<file path="src/rtl/assert_macros.svh">
// Assertion helpers shared by the divider sources.
`ifndef ASSERT_MACROS_SVH
`define ASSERT_MACROS_SVH

// Same-cycle implication, disabled while reset is high.
`define SURD_ASSERT_IMP(lbl, clk, rst, ante, cons, msg) \
  lbl: assert property (@(posedge clk) disable iff (rst) (ante) |-> (cons)) \
    else $error(msg);

// Next-cycle implication, disabled while reset is high.
`define SURD_ASSERT_NXT(lbl, clk, rst, ante, cons, msg) \
  lbl: assert property (@(posedge clk) disable iff (rst) (ante) |=> (cons)) \
    else $error(msg);

`endif

</file>
<file path="src/rtl/surd_pkg.sv">
package surd_pkg;

  // Fixed widths of the word fields.
  localparam int FIELD_W = 32;
  localparam int CMD_W   = 2;

  // Default operand width of the division core.
  localparam int DATA_WIDTH_DEF = 32;

  typedef enum logic [CMD_W-1:0] {
    CMD_QUO_U = 2'd0,
    CMD_REM_U = 2'd1,
    CMD_QUO_S = 2'd2,
    CMD_REM_S = 2'd3
  } cmd_t;

  // Control that travels with each word down the pipeline.
  typedef struct packed {
    cmd_t cmd;
    logic a_neg;
    logic b_neg;
  } ctl_t;

endpackage

</file>
<file path="src/rtl/surd_res_if.sv">
interface surd_res_if;
  logic                         valid;
  logic                         ready;
  logic [surd_pkg::FIELD_W-1:0] result;

  modport source (output valid, output result, input ready);
  modport sink (input valid, input result, output ready);
endinterface

</file>
<file path="src/rtl/surd_fix.sv">
module surd_fix #(
  parameter int DATA_WIDTH = surd_pkg::DATA_WIDTH_DEF
) (
  input  logic                  clk,
  input  logic                  rst,
  input  logic                  in_valid,
  output logic                  in_ready,
  input  surd_pkg::ctl_t        in_ctl,
  input  logic [DATA_WIDTH-1:0] in_part,
  input  logic [DATA_WIDTH-1:0] in_nq,
  surd_res_if.source            rsp
);
  import surd_pkg::*;

  logic [DATA_WIDTH-1:0] res;

  // Quotient is negated when the signs differ; remainder follows the dividend.
  always_comb begin
    case (in_ctl.cmd)
      CMD_QUO_U: res = in_nq;
      CMD_REM_U: res = in_part;
      CMD_QUO_S: res = (in_ctl.a_neg != in_ctl.b_neg) ? ('0 - in_nq) : in_nq;
      CMD_REM_S: res = in_ctl.a_neg ? ('0 - in_part) : in_part;
      default:   res = in_nq;
    endcase
  end

  assign in_ready = !rsp.valid || rsp.ready;

  always_ff @(posedge clk) begin
    if (rst) begin
      rsp.valid <= 1'b0;
    end else if (in_ready) begin
      rsp.valid <= in_valid;
    end
  end

  always_ff @(posedge clk) begin
    if (in_ready && in_valid) begin
      rsp.result <= FIELD_W'(res);
    end
  end

endmodule

</file>
<file path="src/flat_wrapper.sv">
// flat-port wrapper written by rule: the top's interface ports become plain ports
module surd_fix_flat import surd_pkg::*;
#(
  parameter int DATA_WIDTH = surd_pkg::DATA_WIDTH_DEF
)
  (clk, rst, in_valid, in_ready, in_ctl, in_part, in_nq, rsp_valid, rsp_result, rsp_ready);
  surd_res_if rsp_i ();
  input  logic clk;
  input  logic rst;
  input  logic in_valid;
  output logic in_ready;
  input  surd_pkg::ctl_t in_ctl;
  input  logic [DATA_WIDTH-1:0] in_part;
  input  logic [DATA_WIDTH-1:0] in_nq;
  output wire logic [$bits(rsp_i.valid)-1:0] rsp_valid;
  output wire logic [$bits(rsp_i.result)-1:0] rsp_result;
  input wire logic [$bits(rsp_i.ready)-1:0] rsp_ready;
  assign rsp_valid = rsp_i.valid;
  assign rsp_result = rsp_i.result;
  assign rsp_i.ready = rsp_ready;
  surd_fix #(.DATA_WIDTH(DATA_WIDTH)) u_core (.clk(clk), .rst(rst), .in_valid(in_valid), .in_ready(in_ready), .in_ctl(in_ctl), .in_part(in_part), .in_nq(in_nq), .rsp(rsp_i));
endmodule
</file>
<file path="config.mk">
export PLATFORM = sky130hd
export DESIGN_NAME = surd_fix_flat
export DESIGN_NICKNAME = d
export VERILOG_FILES = /design/src/rtl/assert_macros.svh /design/src/rtl/surd_pkg.sv /design/src/rtl/surd_res_if.sv /design/src/rtl/surd_fix.sv /design/src/flat_wrapper.sv
export SDC_FILE = /design/constraint.sdc
export NUM_CORES = 1
export LEC_CHECK = 0
export BUFFER_PORTS_ARGS = -buffer_cell sky130_fd_sc_hd__buf_2
export CELL_PAD_IN_SITES_DETAIL_PLACEMENT = 0
export CELL_PAD_IN_SITES_GLOBAL_PLACEMENT = 2
export CORE_MARGIN = 2
export CORE_UTILIZATION = 29
export DETAILED_ROUTE_END_ITERATION = 16
export PLACE_DENSITY = 0.87
export SYNTH_ARGS = -nofsm -noshare
export SYNTH_HDL_FRONTEND = slang
export SYNTH_SLANG_ARGS = --single-unit
</file>
<file path="constraint.sdc">
create_clock -name clk -period 3.8 [get_ports clk]
set_clock_uncertainty 0.05 [all_clocks]
set_input_delay 0.95 -clock clk [delete_from_list [all_inputs] [get_ports clk]]
set_output_delay 0.95 -clock clk [all_outputs]
set_load 0.01 [all_outputs]
</file>
==> impl_metrics.csv <==
group,metric,value,unit
timing,period_share,84.9,%
synth,synth_edf_count,32,
worst_setup_path,crit_fanout,6,
worst_setup_path,crit_slowest_cell,"or4_1",
worst_setup_path,end_kind,"flop",
worst_setup_path,slowest_delay,630,ps
timing,finalCriticalPeriod,3230,ps
place,dp_hpwl,9.74,mm
grt,overflow,0,
synth,syn_area,3190,um2
final_layout,antenna_cells,0,
routing,route.detailed.drc,0,
floorplanning,placementRows,38,
synth,postSynthCellCount,375,
grt,grt_pass1_vias,3590,
timing,finalMaxSlewViolations,0,
final_layout,final_cell_mix,"buf_2 (105), edfxtp_1 (32), nand2_1 (30), nor2_1 (28), buf_4 (22)",
timing,setup_viol,0,
outcome,status,"complete, no violations",
power_and_ir_drop,power_frac_seq,40.5,%
power_and_ir_drop,p_sw_share,32.6,%
routing,vias_per_cell,5.73,
place,gp_congestion,0.883,
worst_setup_path,path_cells,"buf_2, inv_1, ha_1, nor3b_1, nand4_1, or4_1, a221oi_1, a221oi_1",
clock_tree,cts_root_buf,"clkbuf_8",
clock_tree,cts_tree,"yes",
timing,finalHoldViolCount,0,
grt,grt_pass1_wl,19.7,mm
floorplanning,die_area,11800,um2
routing,vias,3632,
grt,antenna_found_initial,0,
synth,synth_ff_type,"edfxtp_1",
grt,grt_max_degree,33,
clock_tree,clk_pin_slew,70,ps
floorplanning,num_io_pins,106,
routing,wl,12.6,mm
final_layout,syn_to_final_growth,28.2,%
worst_setup_path,crit_top_cell,"a221oi_1",
synth,syn_area_per_cell,8.49,um2
clock_tree,cts_resized,0,
final_layout,final_common_cell,"buf_2",
routing,drt-initial-drc-count,267,
power_and_ir_drop,power.static_leakage,1.56,nW
power_and_ir_drop,comb_power_share,31.6,%
worst_setup_path,path_class,"in2reg",
worst_setup_path,start_kind,"input pin",
floorplanning,start_util,29.5,%
final_layout,drive_gt1_share,30.2,%
synth,synth-seq-cells,33,
clock_tree,htree_levels,2,
power_and_ir_drop,power_frac_clock,28.0,%
synth,yosys_warnings,0,
floorplanning,core_area,10800,um2
grt,gr-usage-all-layers,22.0,%
routing,first_pass_iters,5,
clock_tree,cts-buffers-inserted,5,
power_and_ir_drop,power.density,272,nW/um2
power_and_ir_drop,switchingPower,0.000363,W
floorplanning,die_h,109,um
worst_setup_path,crit_arrival,3220,ps
clock_tree,postCtsSetupBuffers,0,
timing,fin_setup_tns,0,ps
power_and_ir_drop,ir_drop,101,uV
routing,ant_nets,0,
timing,rsz0062_at_grt,"false",
power_and_ir_drop,p_int,0.000748,W
clock_tree,cts_hold_buf,0,
timing,worst_pin_slew,592,ps
floorplanning,die_width,109,um
power_and_ir_drop,p_total,0.00111,W
synth,syn_nets,449,
synth,yosysSeqAreaShare,30.8,%
final_layout,utilization,37.8,%
clock_tree,clk_latency,290,ps
clock_tree,clk_path_buf_depth,2,
place,numPortBuffers,105,
timing,maxSlewHeadroom,60.2,%
routing,wl_per_cell,19.9,um
worst_setup_path,crit_required,3790,ps
place,dpl-instance-area,3980,um2
worst_hold_path,hold_path_class,"reg2reg",
clock_tree,cts.sinks,33,
final_layout,stdcell_area,4080,um2
timing,timing.fmax,310,MHz
final_layout,nets,567,
job,cap_violations,0,
synth,ys_types,63,
synth,ys_async_sr_fraction,0,%
[power groups by stage]
stage	combinational [W]	clock (W)	sequential [W]
final	0.000351	0.000311	0.000450
after global routing	0.000383	0.000332	0.000452
after CTS	0.000350	0.000324	0.000450
after detailed placement	0.000348	0	0.000458
after global placement	0.000346	0	0.000457
after floorplan	0.000163	0	0.000477
[kinds of logic after synthesis]
group / count (synthesis) / share of synthesized area [%]
AO/OA/AOI/OAI: 114 / 25.8
XOR/XNOR: 18 / 4.95
adder cells (fa/ha/maj): 2 / 0.785
buffers and inverters: 26 / 3.34
flip-flops: 33 / 30.8
multiplexers: 19 / 6.13
AND/OR/NAND/NOR: 163 / 28.2
[metrics by stage]
stage,std cells,worst slack [ps],hold WS (ps)
finish,634,574,463
global route,634,424,531
CTS,634,646,470
detailed placement,626,328,458
global placement,626,436,435
floorplan,375,845,543
[routing by layer]
layer	routed length, um	track usage [%]	part of all wire (%)
met3	863	3.29	6.8
met5	0	0	0
met1	5380	28.9	43
met2	6170	37.6	49
met4	211	5.95	1.7
[worst paths after layout]
check	from	to	slack, ps	cells past startpoint
min reg2reg	u_core.rsp.valid	u_core.rsp.valid	460	2
max	in_nq[1]	u_core.rsp.result[28]	570	8
min	u_core.rsp.valid	u_core.rsp.valid	460	2
max reg2reg	u_core.rsp.valid	u_core.rsp.result[25]	2450	3
[cells in the mapped netlist (4+ instances only)]
master    count  share of area, %
a211oi_1      8               1.9
a21oi_1      19               3.0
a221oi_1      4               1.1
a31oi_1       6               1.2
a32o_1        4               1.3
and2_1        4              0.79
buf_1         4              0.47
clkbuf_1     10               1.2
edfxtp_1     32                30
inv_1         8              0.94
mux2_2        4               1.4
mux2i_1      15               4.7
nand2_1      30               3.5
nand2b_1      7               1.4
nand3_1       9               1.4
nand4_1      10               2.0
nor2_1       28               3.3
nor2b_1       6               1.2
nor3_1       18               2.8
nor4_1       10               2.0
o211ai_1      4              0.94
o21ai_0      18               2.8
o22ai_1       6               1.2
o311ai_0      4               1.1
o31ai_1      10               2.4
or3_1        11               2.2
or4_1         6               1.4
xnor2_1       8               2.2
xor2_1       10               2.7
[cell type report]
| cell class | count | area (um2) |
|---|---|---|
| Timing Repair Buffer | 127 | 691 |
| Inverter | 10 | 37.5 |
| Multi-Input combinational cell | 316 | 2100 |
| Clock inverter | 1 | 5.00 |
| Tap cell | 140 | 175 |
| Clock buffer | 7 | 96.3 |
| Fill cell | 1150 | 6710 |
| Sequential cell | 33 | 981 |
[state kept, by name (all words and copies together) (netlist names)]
signal / count
u_core.rsp.result: 32
u_core.rsp.valid: 1
[worst max-delay path, delay by kind of cell]
kind | cells | cell delay [ps]
AND/OR/NAND/NOR | 3 | 1480
adder cells (fa/ha/maj) | 1 | 180
AO/OA/AOI/OAI | 2 | 390
buffers and inverters | 2 | 210
No activity file was read; power rests on OpenSTA's default activity.
