### config.mk
export PLATFORM = sky130hd
export DESIGN_NAME = surd_prep_flat
export DESIGN_NICKNAME = d
export VERILOG_FILES = /design/src/rtl/assert_macros.svh /design/src/rtl/surd_pkg.sv /design/src/rtl/surd_cmd_if.sv /design/src/rtl/surd_prep.sv /design/src/flat_wrapper.sv
export SDC_FILE = /design/constraint.sdc
export NUM_CORES = 1
export LEC_CHECK = 0
export ABC_AREA = 1
export BUFFER_PORTS_ARGS = -buffer_cell sky130_fd_sc_hd__buf_2
export CORE_AREA = 2 2 99 101
export DETAILED_ROUTE_END_ITERATION = 12
export DIE_AREA = 0 0 101 103
export GPL_ROUTABILITY_DRIVEN = 0
export HOLD_SLACK_MARGIN = 0.12
export PLACE_DENSITY = 0.82
export SKIP_CTS_REPAIR_TIMING = 1
export SLEW_MARGIN = 20
export SYNTH_ARGS = -nofsm -noshare
export SYNTH_HDL_FRONTEND = slang
export SYNTH_SLANG_ARGS = --single-unit
### constraint.sdc
create_clock -name clk -period 6.6 [get_ports clk]
set_input_delay 0.33 -clock clk [delete_from_list [all_inputs] [get_ports clk]]
set_output_delay 0.33 -clock clk [all_outputs]
set_load 0.1 [all_outputs]
### src/rtl/assert_macros.svh
// Assertion helpers shared by the divider sources.
`ifndef ASSERT_MACROS_SVH
`define ASSERT_MACROS_SVH

// Same-cycle implication, disabled while reset is high.
`define SURD_ASSERT_IMP(lbl, clk, rst, ante, cons, msg) \
  lbl: assert property (@(posedge clk) disable iff (rst) (ante) |-> (cons)) \
    else $error(msg);

// Next-cycle implication, disabled while reset is high.
`define SURD_ASSERT_NXT(lbl, clk, rst, ante, cons, msg) \
  lbl: assert property (@(posedge clk) disable iff (rst) (ante) |=> (cons)) \
    else $error(msg);

`endif

### src/rtl/surd_pkg.sv
package surd_pkg;

  // Fixed widths of the word fields.
  localparam int FIELD_W = 32;
  localparam int CMD_W   = 2;

  // Default operand width of the division core.
  localparam int DATA_WIDTH_DEF = 32;

  typedef enum logic [CMD_W-1:0] {
    CMD_QUO_U = 2'd0,
    CMD_REM_U = 2'd1,
    CMD_QUO_S = 2'd2,
    CMD_REM_S = 2'd3
  } cmd_t;

  // Control that travels with each word down the pipeline.
  typedef struct packed {
    cmd_t cmd;
    logic a_neg;
    logic b_neg;
  } ctl_t;

endpackage

### src/rtl/surd_cmd_if.sv
interface surd_cmd_if;
  logic                         valid;
  logic                         ready;
  logic [surd_pkg::CMD_W-1:0]   command;
  logic [surd_pkg::FIELD_W-1:0] dividend;
  logic [surd_pkg::FIELD_W-1:0] divisor;

  modport source (output valid, output command, output dividend, output divisor,
                  input ready);
  modport sink (input valid, input command, input dividend, input divisor,
                output ready);
endinterface

### src/rtl/surd_prep.sv
module surd_prep #(
  parameter int DATA_WIDTH = surd_pkg::DATA_WIDTH_DEF
) (
  input  logic                  clk,
  input  logic                  rst,
  surd_cmd_if.sink              req,
  output logic                  out_valid,
  input  logic                  out_ready,
  output surd_pkg::ctl_t        out_ctl,
  output logic [DATA_WIDTH-1:0] out_den,
  output logic [DATA_WIDTH-1:0] out_nq
);
  import surd_pkg::*;

  cmd_t                  cmd;
  logic [DATA_WIDTH-1:0] a;
  logic [DATA_WIDTH-1:0] b;
  logic                  is_signed;
  logic                  a_neg;
  logic                  b_neg;
  logic [DATA_WIDTH-1:0] mag_a;
  logic [DATA_WIDTH-1:0] mag_b;

  // Signed commands divide magnitudes; the signs ride along for the fixup.
  always_comb begin
    cmd       = cmd_t'(req.command);
    a         = DATA_WIDTH'(req.dividend);
    b         = DATA_WIDTH'(req.divisor);
    is_signed = cmd inside {CMD_QUO_S, CMD_REM_S};
    a_neg     = is_signed && a[DATA_WIDTH-1];
    b_neg     = is_signed && b[DATA_WIDTH-1];
    mag_a     = a_neg ? ('0 - a) : a;
    mag_b     = b_neg ? ('0 - b) : b;
  end

  assign req.ready = !out_valid || out_ready;

  always_ff @(posedge clk) begin
    if (rst) begin
      out_valid <= 1'b0;
    end else if (req.ready) begin
      out_valid <= req.valid;
    end
  end

  always_ff @(posedge clk) begin
    if (req.ready && req.valid) begin
      out_ctl.cmd   <= cmd;
      out_ctl.a_neg <= a_neg;
      out_ctl.b_neg <= b_neg;
      out_den       <= mag_b;
      out_nq        <= mag_a;
    end
  end

endmodule

### src/flat_wrapper.sv
// flat-port wrapper written by rule: the top's interface ports become plain ports
module surd_prep_flat import surd_pkg::*;
#(
  parameter int DATA_WIDTH = surd_pkg::DATA_WIDTH_DEF
)
  (clk, rst, out_valid, out_ready, out_ctl, out_den, out_nq, req_valid, req_command, req_dividend, req_divisor, req_ready);
  surd_cmd_if req_i ();
  input  logic clk;
  input  logic rst;
  output logic out_valid;
  input  logic out_ready;
  output surd_pkg::ctl_t out_ctl;
  output logic [DATA_WIDTH-1:0] out_den;
  output logic [DATA_WIDTH-1:0] out_nq;
  input wire logic [$bits(req_i.valid)-1:0] req_valid;
  input wire logic [$bits(req_i.command)-1:0] req_command;
  input wire logic [$bits(req_i.dividend)-1:0] req_dividend;
  input wire logic [$bits(req_i.divisor)-1:0] req_divisor;
  output wire logic [$bits(req_i.ready)-1:0] req_ready;
  assign req_i.valid = req_valid;
  assign req_i.command = req_command;
  assign req_i.dividend = req_dividend;
  assign req_i.divisor = req_divisor;
  assign req_ready = req_i.ready;
  surd_prep #(.DATA_WIDTH(DATA_WIDTH)) u_core (.clk(clk), .rst(rst), .req(req_i), .out_valid(out_valid), .out_ready(out_ready), .out_ctl(out_ctl), .out_den(out_den), .out_nq(out_nq));
endmodule
==> summary.json <==
{
  "status": "finished, final reports clean",
  "synthDistinctLibCells": 20,
  "intPower_mw": 0.782,
  "number_of_core_rows": 36,
  "worst_pin_slew_ps": 860,
  "grt_antenna_before_repair": 0,
  "chipWidth_um": 101,
  "yosysTopAreaCellShare_pct": 49.7,
  "n_antenna_cell": 0,
  "placedInstanceArea_um2": 4930,
  "timing.final.hold_violations": 0,
  "highest_layer": "met4",
  "power_per_cell_area_nw_per_um2": 259,
  "timing.critical_path.fanout_max": 25,
  "cts-root-buf": "sky130_fd_sc_hd__clkbuf_8",
  "cts_made_buffers": 9,
  "most-common-layout-cells": "sky130_fd_sc_hd__nand2_1, sky130_fd_sc_hd__buf_2, sky130_fd_sc_hd__nor2_1",
  "groute.usage.overall_pct": 20.4,
  "final.fill_count": 855,
  "finish.instance_area_um2": 5140,
  "clock_path_buffers": 2,
  "detail_route.drc_violations": 0,
  "die-height_um": 103,
  "max_clock_freq_ghz": 0.537,
  "hpwl_um": 8400,
  "ir_drop_v": 0.000116,
  "place.detailed.instances": 770,
  "syn_area_per_cell_um2": 7.88,
  "worst_slew_margin_relative_to_its_limit_pct": 42.7,
  "coreArea_um2": 9460,
  "placement.io_buffers": 139,
  "netSwitchingFraction_pct": 41.2,
  "drv.max_cap_violation_count": 0,
  "drt-pass1-iter-count": 5,
  "clk_pin_slew_ps": 70,
  "synth_warnings": 0,
  "synthCells": 522,
  "num_io_pins": 140,
  "routedWlPerCell_um": 13.6,
  "drtIter0Drc": 334,
  "h-tree-depth": 3,
  "finalCriticalPeriod_ps": 1860,
  "met3WireLength_um": 824,
  "worst_ep_required_time_ps": 6700,
  "post_layout_nonfiller_instances": 787,
  "initial_utilization_pct": 43.5,
  "tritoncts_clock_tree": "built",
  "power.share.sequential_pct": 40.5,
  "fin_skew_ps": 7.88,
  "synth.yosys.seq_area_share_pct": 50.2,
  "critPathLaunch": "req_command[1]",
  "mostFrequentLayoutCell": "sky130_fd_sc_hd__nand2_1",
  "power.clock.fraction_pct": 26.2,
  "grt_setup_unrepaired": "false",
  "post_route_cells_drive_above_1_share_pct": 25.9,
  "power.static_leakage_nw": 2.39,
  "syn_nets": 594,
  "synth_top_area_cell": "sky130_fd_sc_hd__edfxtp_1",
  "seqCellArea_um2": 2060,
  "critPathLaunchType": "input pin",
  "globalRoute.totalOverflow": 0,
  "post_synth_instance_area_um2": 4110,
  "worst_setup_path_end_kind": "flop",
  "combinationalPowerShare_pct": 33.3,
  "seq_cells_post_synth": 69,
  "mean_number_of_vias_per_cell": 5.02,
  "fin_crit_sh_pct": 28.2,
  "detailed_routing_wirelength_on_met1_um": 4610,
  "setup_violations": 0,
  "clk-insertion-delay-late_ps": 340,
  "wire_length_of_the_first_global_routing_pass_um": 16400,
  "vias_after_detailed_routing": 3949,
  "num-nets-final": 740,
  "total_switching_power_mw": 0.547,
  "die_area_um2": 10400,
  "multi_input_area_um2": 1840,
  "regToRegSetupSlack_ps": 5030,
  "r2r-start": "u_core.out_valid$_SDFFE_PP0N_",
  "drt.antenna.violating_nets": 0,
  "ys_top_cells_by_area": "sky130_fd_sc_hd__edfxtp_1, sky130_fd_sc_hd__nand2_1, sky130_fd_sc_hd__nor2_1",
  "finalWirelength_um": 10700,
  "report.final.slew_viol_count": 0,
  "criticalPathCategory": "input pin to flop",
  "hold_path.startpoint": "req_command[0]",
  "hold_class": "input pin to flop",
  "setup_total_negative_slack_ps": 0,
  "fin_util_pct": 54.3,
  "grt_start_max_net_pins": 69,
  "critical_path_arrival_ps": 1960,
  "cts.sink_count": 69,
  "first_global_vias": 3527,
  "met2_wirelength_um": 4920,
  "area.growth.synth_to_final_pct": 24.9
}
kinds of logic (layout without fill, tap and decap cells):
family | after synthesis | after routing | synth area share [%]
xor gates and xnor gates | 29 | 29 | 6.18
AOI/OAI and AO/OA | 30 | 30 | 3.65
adders and majority gates | 2 | 2 | 0.609
and+or+nand+nor | 339 | 339 | 34.1
DFF | 69 | 69 | 50.2
buffers and inverters | 53 | 204 | 5.26
cell type report:
type | instances | share of cell area [%]
Tap cell | 114 | 2.78
Multi-Input combinational cell | 400 | 35.9
Inverter | 47 | 3.43
Clock inverter | 7 | 1.44
Timing Repair Buffer | 141 | 13.9
Sequential cell | 69 | 40.1
Clock buffer | 9 | 2.41
critical path: stages:
cell                      delay, ps
sky130_fd_sc_hd__buf_2          130
sky130_fd_sc_hd__nand2_1        310
sky130_fd_sc_hd__inv_1          430
sky130_fd_sc_hd__nand2_1        250
sky130_fd_sc_hd__inv_1           50
sky130_fd_sc_hd__nor2_1         240
sky130_fd_sc_hd__nand2_1         80
sky130_fd_sc_hd__nand2_1         60
sky130_fd_sc_hd__nand2_1         60
layer usage:
metal | vias to the layer above | track usage [%]
met2 | 184 | 32.3
li1 | 1969 | -
met1 | 1764 | 27.0
met4 | 0 | 9.77
met3 | 32 | 4.34
met5 | - | 0
cells in the mapped netlist:
master	number
sky130_fd_sc_hd__edfxtp_1	68
sky130_fd_sc_hd__nand4_1	4
sky130_fd_sc_hd__inv_2	1
sky130_fd_sc_hd__o21ai_1	7
sky130_fd_sc_hd__nand3b_1	1
sky130_fd_sc_hd__nand3_1	32
sky130_fd_sc_hd__inv_1	46
sky130_fd_sc_hd__buf_4	4
sky130_fd_sc_hd__nand2_1	186
sky130_fd_sc_hd__ha_1	2
sky130_fd_sc_hd__o21ai_0	17
sky130_fd_sc_hd__xor2_1	14
sky130_fd_sc_hd__buf_2	2
sky130_fd_sc_hd__dfxtp_1	1
sky130_fd_sc_hd__nor2_1	99
sky130_fd_sc_hd__a21oi_1	6
sky130_fd_sc_hd__nand2_2	3
sky130_fd_sc_hd__nor2_4	7
sky130_fd_sc_hd__xnor2_1	15
sky130_fd_sc_hd__nor2_2	7
stage by stage:
stage	worst slack (ps)	hold slack, ps	power (mW)
2_1_floorplan	1950	399	0.901
3_3_place_gp	4520	489	0.982
3_5_place_dp	4400	492	0.989
4_1_cts	4780	115	1.33
5_1_grt	4650	151	1.38
6_report	4740	170	1.33
power groups by stage:
| stage | Sequential, mW | Combinational [mW] | Clock [mW] |
|---|---|---|---|
| after global placement | 0.547 | 0.435 | 0 |
| after floorplan | 0.800 | 0.101 | 0 |
| after global routing | 0.541 | 0.466 | 0.371 |
| after CTS | 0.539 | 0.442 | 0.353 |
| final | 0.538 | 0.443 | 0.347 |
| after detailed placement | 0.548 | 0.441 | 0 |
final timing paths:
kind	end	cells past startpoint
max reg2reg	u_core.out_nq[24]$_DFFE_PP_	2
min	u_core.out_ctl[2]$_DFFE_PP_	1
max	u_core.out_den[22]$_DFFE_PP_	9
min reg2reg	u_core.out_valid$_SDFFE_PP0N_	2
state kept, by name, indices dropped and copies added (netlist names):
signal	count
u_core.out_den	32
u_core.out_valid	1
u_core.out_ctl	4
u_core.out_nq	32
No activity file was read; power rests on OpenSTA's default activity.
