$ cat src/rtl/assert_macros.svh
// Assertion helpers shared by the divider sources.
`ifndef ASSERT_MACROS_SVH
`define ASSERT_MACROS_SVH

// Same-cycle implication, disabled while reset is high.
`define SURD_ASSERT_IMP(lbl, clk, rst, ante, cons, msg) \
  lbl: assert property (@(posedge clk) disable iff (rst) (ante) |-> (cons)) \
    else $error(msg);

// Next-cycle implication, disabled while reset is high.
`define SURD_ASSERT_NXT(lbl, clk, rst, ante, cons, msg) \
  lbl: assert property (@(posedge clk) disable iff (rst) (ante) |=> (cons)) \
    else $error(msg);

`endif

$ cat src/rtl/surd_pkg.sv
package surd_pkg;

  // Fixed widths of the word fields.
  localparam int FIELD_W = 32;
  localparam int CMD_W   = 2;

  // Default operand width of the division core.
  localparam int DATA_WIDTH_DEF = 32;

  typedef enum logic [CMD_W-1:0] {
    CMD_QUO_U = 2'd0,
    CMD_REM_U = 2'd1,
    CMD_QUO_S = 2'd2,
    CMD_REM_S = 2'd3
  } cmd_t;

  // Control that travels with each word down the pipeline.
  typedef struct packed {
    cmd_t cmd;
    logic a_neg;
    logic b_neg;
  } ctl_t;

endpackage

$ cat src/rtl/surd_step.sv
`include "assert_macros.svh"

module surd_step #(
  parameter int DATA_WIDTH = surd_pkg::DATA_WIDTH_DEF
) (
  input  logic                  clk,
  input  logic                  rst,
  input  logic                  in_valid,
  output logic                  in_ready,
  input  surd_pkg::ctl_t        in_ctl,
  input  logic [DATA_WIDTH-1:0] in_den,
  input  logic [DATA_WIDTH-1:0] in_part,
  input  logic [DATA_WIDTH-1:0] in_nq,
  output logic                  out_valid,
  input  logic                  out_ready,
  output surd_pkg::ctl_t        out_ctl,
  output logic [DATA_WIDTH-1:0] out_den,
  output logic [DATA_WIDTH-1:0] out_part,
  output logic [DATA_WIDTH-1:0] out_nq
);
  import surd_pkg::*;

  // The nq word holds the dividend bits still to come in its upper part and
  // the quotient bits found so far in its lower part.
  logic                  carry;
  logic [DATA_WIDTH-1:0] shifted;
  logic [DATA_WIDTH:0]   diff;
  logic                  take;
  logic [DATA_WIDTH-1:0] part_next;
  logic [DATA_WIDTH-1:0] nq_next;

  // A carry out of the partial remainder forces the subtract.
  always_comb begin
    carry     = in_part[DATA_WIDTH-1];
    shifted   = {in_part[DATA_WIDTH-2:0], in_nq[DATA_WIDTH-1]};
    diff      = {carry, shifted} - {1'b0, in_den};
    take      = carry || !diff[DATA_WIDTH];
    part_next = take ? diff[DATA_WIDTH-1:0] : shifted;
    nq_next   = {in_nq[DATA_WIDTH-2:0], take};
  end

  assign in_ready = !out_valid || out_ready;

  always_ff @(posedge clk) begin
    if (rst) begin
      out_valid <= 1'b0;
    end else if (in_ready) begin
      out_valid <= in_valid;
    end
  end

  always_ff @(posedge clk) begin
    if (in_ready && in_valid) begin
      out_ctl  <= in_ctl;
      out_den  <= in_den;
      out_part <= part_next;
      out_nq   <= nq_next;
    end
  end

  `SURD_ASSERT_IMP(a_part_below_den, clk, rst, out_valid && (out_den != '0), out_part < out_den, "partial remainder not below divisor")
  `SURD_ASSERT_NXT(a_stall_holds, clk, rst, out_valid && !out_ready, $stable(out_part) && $stable(out_nq) && $stable(out_den), "stalled stage changed its word")

endmodule

$ cat config.mk
export PLATFORM = sky130hd
export DESIGN_NAME = surd_step
export DESIGN_NICKNAME = d
export VERILOG_FILES = /design/src/rtl/surd_pkg.sv /design/src/rtl/surd_step.sv
export VERILOG_INCLUDE_DIRS = /design/src /design/src/rtl
export SDC_FILE = /design/constraint.sdc
export NUM_CORES = 1
export LEC_CHECK = 0
export BUFFER_PORTS_ARGS = -buffer_cell sky130_fd_sc_hd__clkbuf_2
export CORE_MARGIN = 1.5
export CORE_UTILIZATION = 40
export DETAILED_ROUTE_END_ITERATION = 16
export GPL_ROUTABILITY_DRIVEN = 0
export PLACE_DENSITY = 0.67
export SLEW_MARGIN = 30
export SYNTH_ARGS = -nofsm -noshare
export SYNTH_HDL_FRONTEND = slang
export SYNTH_SLANG_ARGS = --single-unit
$ cat constraint.sdc
create_clock -name clk -period 6 [get_ports clk]
set_input_delay 0.3 -clock clk [delete_from_list [all_inputs] [get_ports clk]]
set_output_delay 0.3 -clock clk [all_outputs]
set_load 0.05 [all_outputs]
==> results of run 1 <==
## power by group
group / total [mW] / switching [mW] / leakage (nW) / internal, mW
Clock: 0.587 / 0.261 / 0.141 / 0.326
Sequential: 0.865 / 0.0139 / 0.972 / 0.851
Combinational: 0.575 / 0.401 / 1.95 / 0.174
## kinds of logic after synthesis
group,count (synthesis),synth area share [%]
adders and majority gates,33,7.77
and+or+nand+nor,122,10.5
AOI/OAI and AO/OA,124,15.1
muxes,8,1.85
buffers and inverters,53,4.90
DFF,101,55.8
xor gates and xnor gates,25,4.05
## layer usage
layer | wire [um] | part of all wire, % | global-route usage, % | vias up
met3 | 847 | 6.7 | 4.60 | 19
met1 | 5500 | 43 | 22.8 | 1940
met4 | 240 | 1.9 | 5.73 | 0
li1 | - | - | - | 2106
met2 | 6080 | 48 | 29.3 | 164
met5 | 0 | 0 | 0 | -
## flip-flops by register name, summed over array words and instances, names as in the netlist
signal / count
out_part: 32
out_den: 32
out_nq: 32
out_ctl: 4
out_valid: 1
## cell usage after synthesis (all sizes together) (4+ instances only)
cell type  instances  area [um^2]
o21a               6         45.0
o31ai              4         30.0
o21ai             23          119
ha                32          400
nor2              51          191
xor2              11         96.3
nand3              9         45.0
nand2b             6         37.5
xnor2             14          123
nand2             25         93.8
a21oi             52          294
nor3               5         30.0
edfxtp           100         3000
buf               12          109
a31oi              5         46.3
inv               38          145
nand4              5         31.3
nor2b              6         37.5
a21o              10         75.1
a211oi             4         35.0
mux2               7         90.1
## placed cells by master (no fill, tap or decap), types with 2 or more instances in the layout
master                      count
sky130_fd_sc_hd__nor4_1         2
sky130_fd_sc_hd__o21ai_0       18
sky130_fd_sc_hd__a21oi_2        9
sky130_fd_sc_hd__mux2_2         3
sky130_fd_sc_hd__o31a_1         2
sky130_fd_sc_hd__nand2b_1       6
sky130_fd_sc_hd__a21boi_0       2
sky130_fd_sc_hd__nand3_1        9
sky130_fd_sc_hd__clkbuf_2     205
sky130_fd_sc_hd__nor3b_1        2
sky130_fd_sc_hd__clkbuf_1       2
sky130_fd_sc_hd__o21bai_1       3
sky130_fd_sc_hd__ha_1          32
sky130_fd_sc_hd__o21ai_1        4
sky130_fd_sc_hd__o31ai_1        4
sky130_fd_sc_hd__and2_1         2
sky130_fd_sc_hd__inv_6          2
sky130_fd_sc_hd__nor3_1         4
sky130_fd_sc_hd__nor2_1        51
sky130_fd_sc_hd__clkbuf_16      9
sky130_fd_sc_hd__nand2_1       25
sky130_fd_sc_hd__a211oi_1       3
sky130_fd_sc_hd__nand4_1        5
sky130_fd_sc_hd__o21a_1         6
sky130_fd_sc_hd__a211o_1        3
sky130_fd_sc_hd__mux2_4         3
sky130_fd_sc_hd__and3_1         3
sky130_fd_sc_hd__edfxtp_1     100
sky130_fd_sc_hd__a31oi_1        4
sky130_fd_sc_hd__a21o_1        10
sky130_fd_sc_hd__inv_1         37
sky130_fd_sc_hd__nor2b_1        6
sky130_fd_sc_hd__o22ai_1        2
sky130_fd_sc_hd__a21oi_1       43
sky130_fd_sc_hd__xnor2_1       14
sky130_fd_sc_hd__xor2_1        11
## final cells by class
type	count	area (um^2)
Sequential cell	101	3020
Fill cell	1254	6400
Tap cell	176	220
Inverter	38	145
Timing Repair Buffer	206	1030
Clock inverter	5	60.1
Multi-Input combinational cell	312	2130
Clock buffer	11	233
## per-stage QoR
stage	hold slack [ns]	worst slack (ns)	util, %	instances	power [mW]
after detailed placement	0.464	2.34	49.5	833	1.46
after CTS	0.0923	2.71	51.7	849	2.05
final	0.104	2.70	51.7	849	2.03
after floorplan	0.369	2.17	-	466	1.32
after global routing	0.0966	2.50	51.7	849	2.11
after global placement	0.459	2.42	49.5	833	1.45
## path summary, 6_finish.rpt
| kind | start | to | slack, ns |
|---|---|---|---|
| max | in_den[0] | out_part[7] | 2.70 |
| min reg2reg | out_valid | out_valid | 0.55 |
| min | rst | out_valid | 0.10 |
| max reg2reg | out_valid | out_den[11] | 3.95 |
==> reports/qor.json, run 1 <==
{
  "cts": {
    "cts.reportedPaths.clkPinSlew_ns": 0.07,
    "cts.repair_timing.setup_buffer_count": 0,
    "cts_max_path_buffers": 2,
    "clk-insertion-delay-late_ns": 0.34,
    "cts_made_buffers": 9,
    "clock_sinks": 101,
    "htree_num_levels": 3,
    "cts_hold_buffers": 0,
    "cts_resized": 0,
    "cts_root_buffer": "sky130_fd_sc_hd__clkbuf_16",
    "cts_tree": "yes"
  },
  "synth": {
    "asyncSetResetFlopFracSynth_pct": 0,
    "synth_nets": 603,
    "synth-seq-area-share_pct": 55.8,
    "syn_area_per_cell_um2": 11.6,
    "ys_dominant_reg_cell": "sky130_fd_sc_hd__edfxtp_1",
    "synth-edff-count": 100,
    "synth.ff_latch_count": 101,
    "postSynthCellCount": 466,
    "yosysUniqueCellTypes": 60,
    "synthesis_warnings": 0,
    "area_of_the_mapped_netlist_um2": 5410
  },
  "outcome": {
    "status": "finished clean"
  },
  "detailed_routing": {
    "via_per_inst": 4.98,
    "route.detailed.wl_per_inst_um": 14.9,
    "drt_iter0_drc": 296,
    "totalWireLength_um": 12700,
    "antenna_violating_nets_post_route": 0,
    "detail_route.first_pass.iterations": 4,
    "drt_drc_violations_left": 0,
    "via_count": 4229
  },
  "setup_path": {
    "worstSetupStartpointType": "input pin",
    "path_max_fanout": 51,
    "r2r.worst_path.cells": 3,
    "cp.arrival_ns": 3.40,
    "cpLargestDelayFamily": "compound AO/OA/AOI/OAI gates",
    "critical_path.cell_chain": "clkbuf_2 > ha_1 > fa_1 > nand2b_1 > a211oi_2 > o21ai_1 > a31o_1 > a221oi_2 > a31oi_4 > inv_4 > mux2_2",
    "critical_path.max_stage_delay_ns": 0.46,
    "highest_delay_cell_along_the_critical_path": "sky130_fd_sc_hd__inv_4",
    "critical_path_required_ns": 6.10,
    "critical_path_buf_inv_count": 2,
    "end_kind": "flip-flop",
    "path_depth": 11,
    "timing_worst_setup_path_type": "in -> reg"
  },
  "placed_design": {
    "hpwl_um": 9780,
    "port_buffers": 205,
    "placedInstanceArea_um2": 6550
  },
  "floorplan": {
    "floorplan.core_area_um2": 13200,
    "die-height_um": 119,
    "pin_count": 206,
    "initial_utilization_pct": 40.9,
    "die_w_um": 119,
    "placement_row_count": 42,
    "die_area_um2": 14200
  },
  "pwr": {
    "vdd_drop_max_mv": 0.146,
    "power_density_nw_per_um2": 296,
    "leak_nw": 3.06
  },
  "timing": {
    "finalSetupViolCount": 0,
    "slew_violations": 0,
    "min_period_over_period_pct": 55.1,
    "min_period_ns": 3.31,
    "achievable-frequency_ghz": 0.303,
    "timing_worst_slew_pin_value_ns": 0.879,
    "rsz0062_at_grt": "false",
    "maxSlewHeadroom_pct": 41.4,
    "finalHoldViolations": 0,
    "worst_clock_skew_ns": 0.00910,
    "finalSetupTns_ns": 0
  },
  "global_route": {
    "first_global_vias": 4081,
    "initial_antenna_violation_count": 0,
    "grt_pass1_wl_um": 19900,
    "grt_util_all_layers_pct": 17.7,
    "global_route.overflow_total": 0,
    "maximum_number_of_pins_on_one_net_before_global_route_repair": 71
  },
  "finish": {
    "layout-drive-gt1-share_pct": 36.1,
    "syn_to_final_growth_pct": 26.4,
    "final_net_count": 805,
    "finalInstanceArea_um2": 6840,
    "diodes": 0
  },
  "min_path": {
    "hold_depth": 2,
    "hold_class": "in -> reg"
  },
  "flow_run": {
    "timing.max_cap.violations": 0
  }
}
Note: power is estimated with default switching activity, not from simulation.
==> run 2, diff against run 1 <==
==> constraint.sdc (replaced) <==
create_clock -name clk -period 3.2 [get_ports clk]
set_input_delay 0.16 -clock clk [delete_from_list [all_inputs] [get_ports clk]]
set_output_delay 0.16 -clock clk [all_outputs]
set_load 0.05 [all_outputs]
==> reports/qor.json, run 2 (synthesis gave the netlist of run 1 again) <==
{
  "placed_design": {
    "hpwl_um": 10000,
    "port_buffers": 205
  },
  "pwr": {
    "leak_nw": 3.37,
    "vdd_drop_max_mv": 0.224,
    "power_density_nw_per_um2": 530
  },
  "timing": {
    "min_period_ns": 3.07,
    "finalSetupTns_ns": 0,
    "achievable-frequency_ghz": 0.326,
    "maxSlewHeadroom_pct": 58.3,
    "slew_violations": 0,
    "min_period_over_period_pct": 95.9,
    "finalSetupViolCount": 0,
    "worst_clock_skew_ns": 0.00549,
    "timing_worst_slew_pin_value_ns": 0.626,
    "finalHoldViolations": 0
  },
  "finish": {
    "syn_to_final_growth_pct": 39.9,
    "final_common_cell": "sky130_fd_sc_hd__clkbuf_2",
    "final_net_count": 872,
    "utilization_pct": 57.2,
    "most-common-layout-cells": "sky130_fd_sc_hd__clkbuf_2, sky130_fd_sc_hd__edfxtp_1, sky130_fd_sc_hd__dlygate4sd3_1",
    "top_regs": "out_den: 32 flops, out_nq: 32 flops, out_part: 32 flops",
    "layout-drive-gt1-share_pct": 34.1,
    "diodes": 0
  },
  "detailed_routing": {
    "via_per_inst": 4.89,
    "drt_drc_violations_left": 0,
    "route.detailed.wl_per_inst_um": 15.0,
    "detail_route.first_pass.iterations": 4,
    "antenna_violating_nets_post_route": 0,
    "drt_iter0_drc": 288,
    "totalWireLength_um": 13800,
    "via_count": 4478
  },
  "setup_path": {
    "worstSetupStartpointType": "input pin",
    "end_kind": "flip-flop",
    "critical_path_required_ns": 3.30,
    "cp.arrival_ns": 3.17,
    "path_max_fanout": 22,
    "timing_worst_setup_path_type": "in -> reg"
  },
  "global_route": {
    "global_route.overflow_total": 0,
    "maximum_number_of_pins_on_one_net_before_global_route_repair": 58,
    "grt_util_all_layers_pct": 19.0,
    "initial_antenna_violation_count": 0,
    "grt_pass1_wl_um": 21100,
    "first_global_vias": 4389
  },
  "floorplan": {
    "die-height_um": 119,
    "pin_count": 206,
    "placement_row_count": 42,
    "die_area_um2": 14200,
    "floorplan.core_area_um2": 13200,
    "initial_utilization_pct": 40.9,
    "die_w_um": 119
  },
  "min_path": {
    "hold_class": "in -> reg"
  },
  "cts": {
    "htree_num_levels": 3,
    "cts_max_path_buffers": 2,
    "clk-insertion-delay-late_ns": 0.35,
    "cts_tree": "yes",
    "cts_made_buffers": 9,
    "cts.repair_timing.setup_buffer_count": 0,
    "cts.reportedPaths.clkPinSlew_ns": 0.07,
    "clock_sinks": 101,
    "cts_root_buffer": "sky130_fd_sc_hd__clkbuf_16"
  },
  "outcome": {
    "status": "finished clean"
  },
  "flow_run": {
    "timing.max_cap.violations": 0
  }
}
run 2: changes by cell type in the layout (fill, tap and decap cells not counted), sizes merged:
cell and change:
clkinvlp -1, inv -1, clkbuf +1, bufinv +1, dlygate4sd3 +61, buf +6
run 2: worst max-delay path, stage by stage:
cell and delay (ns):
sky130_fd_sc_hd__dlygate4sd3_1 0.52, sky130_fd_sc_hd__clkbuf_2 0.11, sky130_fd_sc_hd__inv_1 0.05, sky130_fd_sc_hd__ha_1 0.40, sky130_fd_sc_hd__a21o_1 0.23, sky130_fd_sc_hd__a21oi_1 0.30, sky130_fd_sc_hd__nor3b_1 0.41, sky130_fd_sc_hd__a221oi_4 0.15
sky130_fd_sc_hd__a31oi_4 0.23, sky130_fd_sc_hd__clkinv_4 0.22, sky130_fd_sc_hd__buf_4 0.23, sky130_fd_sc_hd__nor2_1 0.11, sky130_fd_sc_hd__a21oi_2 0.05
run 2: final timing paths:
kind / from / depth (start not counted) / slack, ns / endpoint
setup reg to reg: out_valid / 3 / 1.49 / out_den[7]
setup / recovery: in_den[25] / 13 / 0.13 / out_part[18]
hold / removal: in_den[10] / 1 / 0.006 / out_den[10]
hold reg to reg: out_valid / 2 / 0.53 / out_valid
run 2: stage by stage:
| step | hold slack (ns) | total power [mW] | setup slack, ns | instances | cell area (um^2) |
|---|---|---|---|---|---|
| floorplan | 0.229 | 2.48 | 0.380 | 466 | 5410 |
| global placement | 0.316 | 2.73 | 0.0793 | 839 | 6610 |
| detailed placement | 0.322 | 2.74 | 0.00515 | 839 | 6610 |
| CTS | 0.00296 | 4.02 | 0.100 | 916 | 7550 |
| global route | 0.00563 | 4.16 | -0.0485 | 916 | 7570 |
| finish | 0.00604 | 4.01 | 0.132 | 916 | 7570 |
run 2: what timing repair did:
action | in CTS | in global routing
gates resized for setup | 0 | 5
hold buffers | 61 | 0
setup endpoints to repair | 0 | 22
hold endpoints to repair | 61 | 0
run 2: final cells by class:
class | count | area (um^2)
fillers | 1176 | 5670
flip-flops and latches | 101 | 3020
multi-input cells | 312 | 2140
repair buffers | 273 | 1700
clock buffers | 12 | 256
well taps | 176 | 220
inverters | 38 | 148
clock inverters | 4 | 77.6
run 2: per-layer routing:
layer | share of wire, % | global-route usage [%] | vias up
li1 | - | - | 2242
met1 | 43 | 23.1 | 2069
met2 | 50 | 33.4 | 147
met3 | 4.9 | 3.35 | 20
met4 | 2.0 | 7.89 | 0
met5 | 0 | 0 | -
run 2: where the power goes:
group	internal [mW]	switching, mW
Sequential	1.59	0.0284
Combinational	0.389	0.769
Clock	0.735	0.494
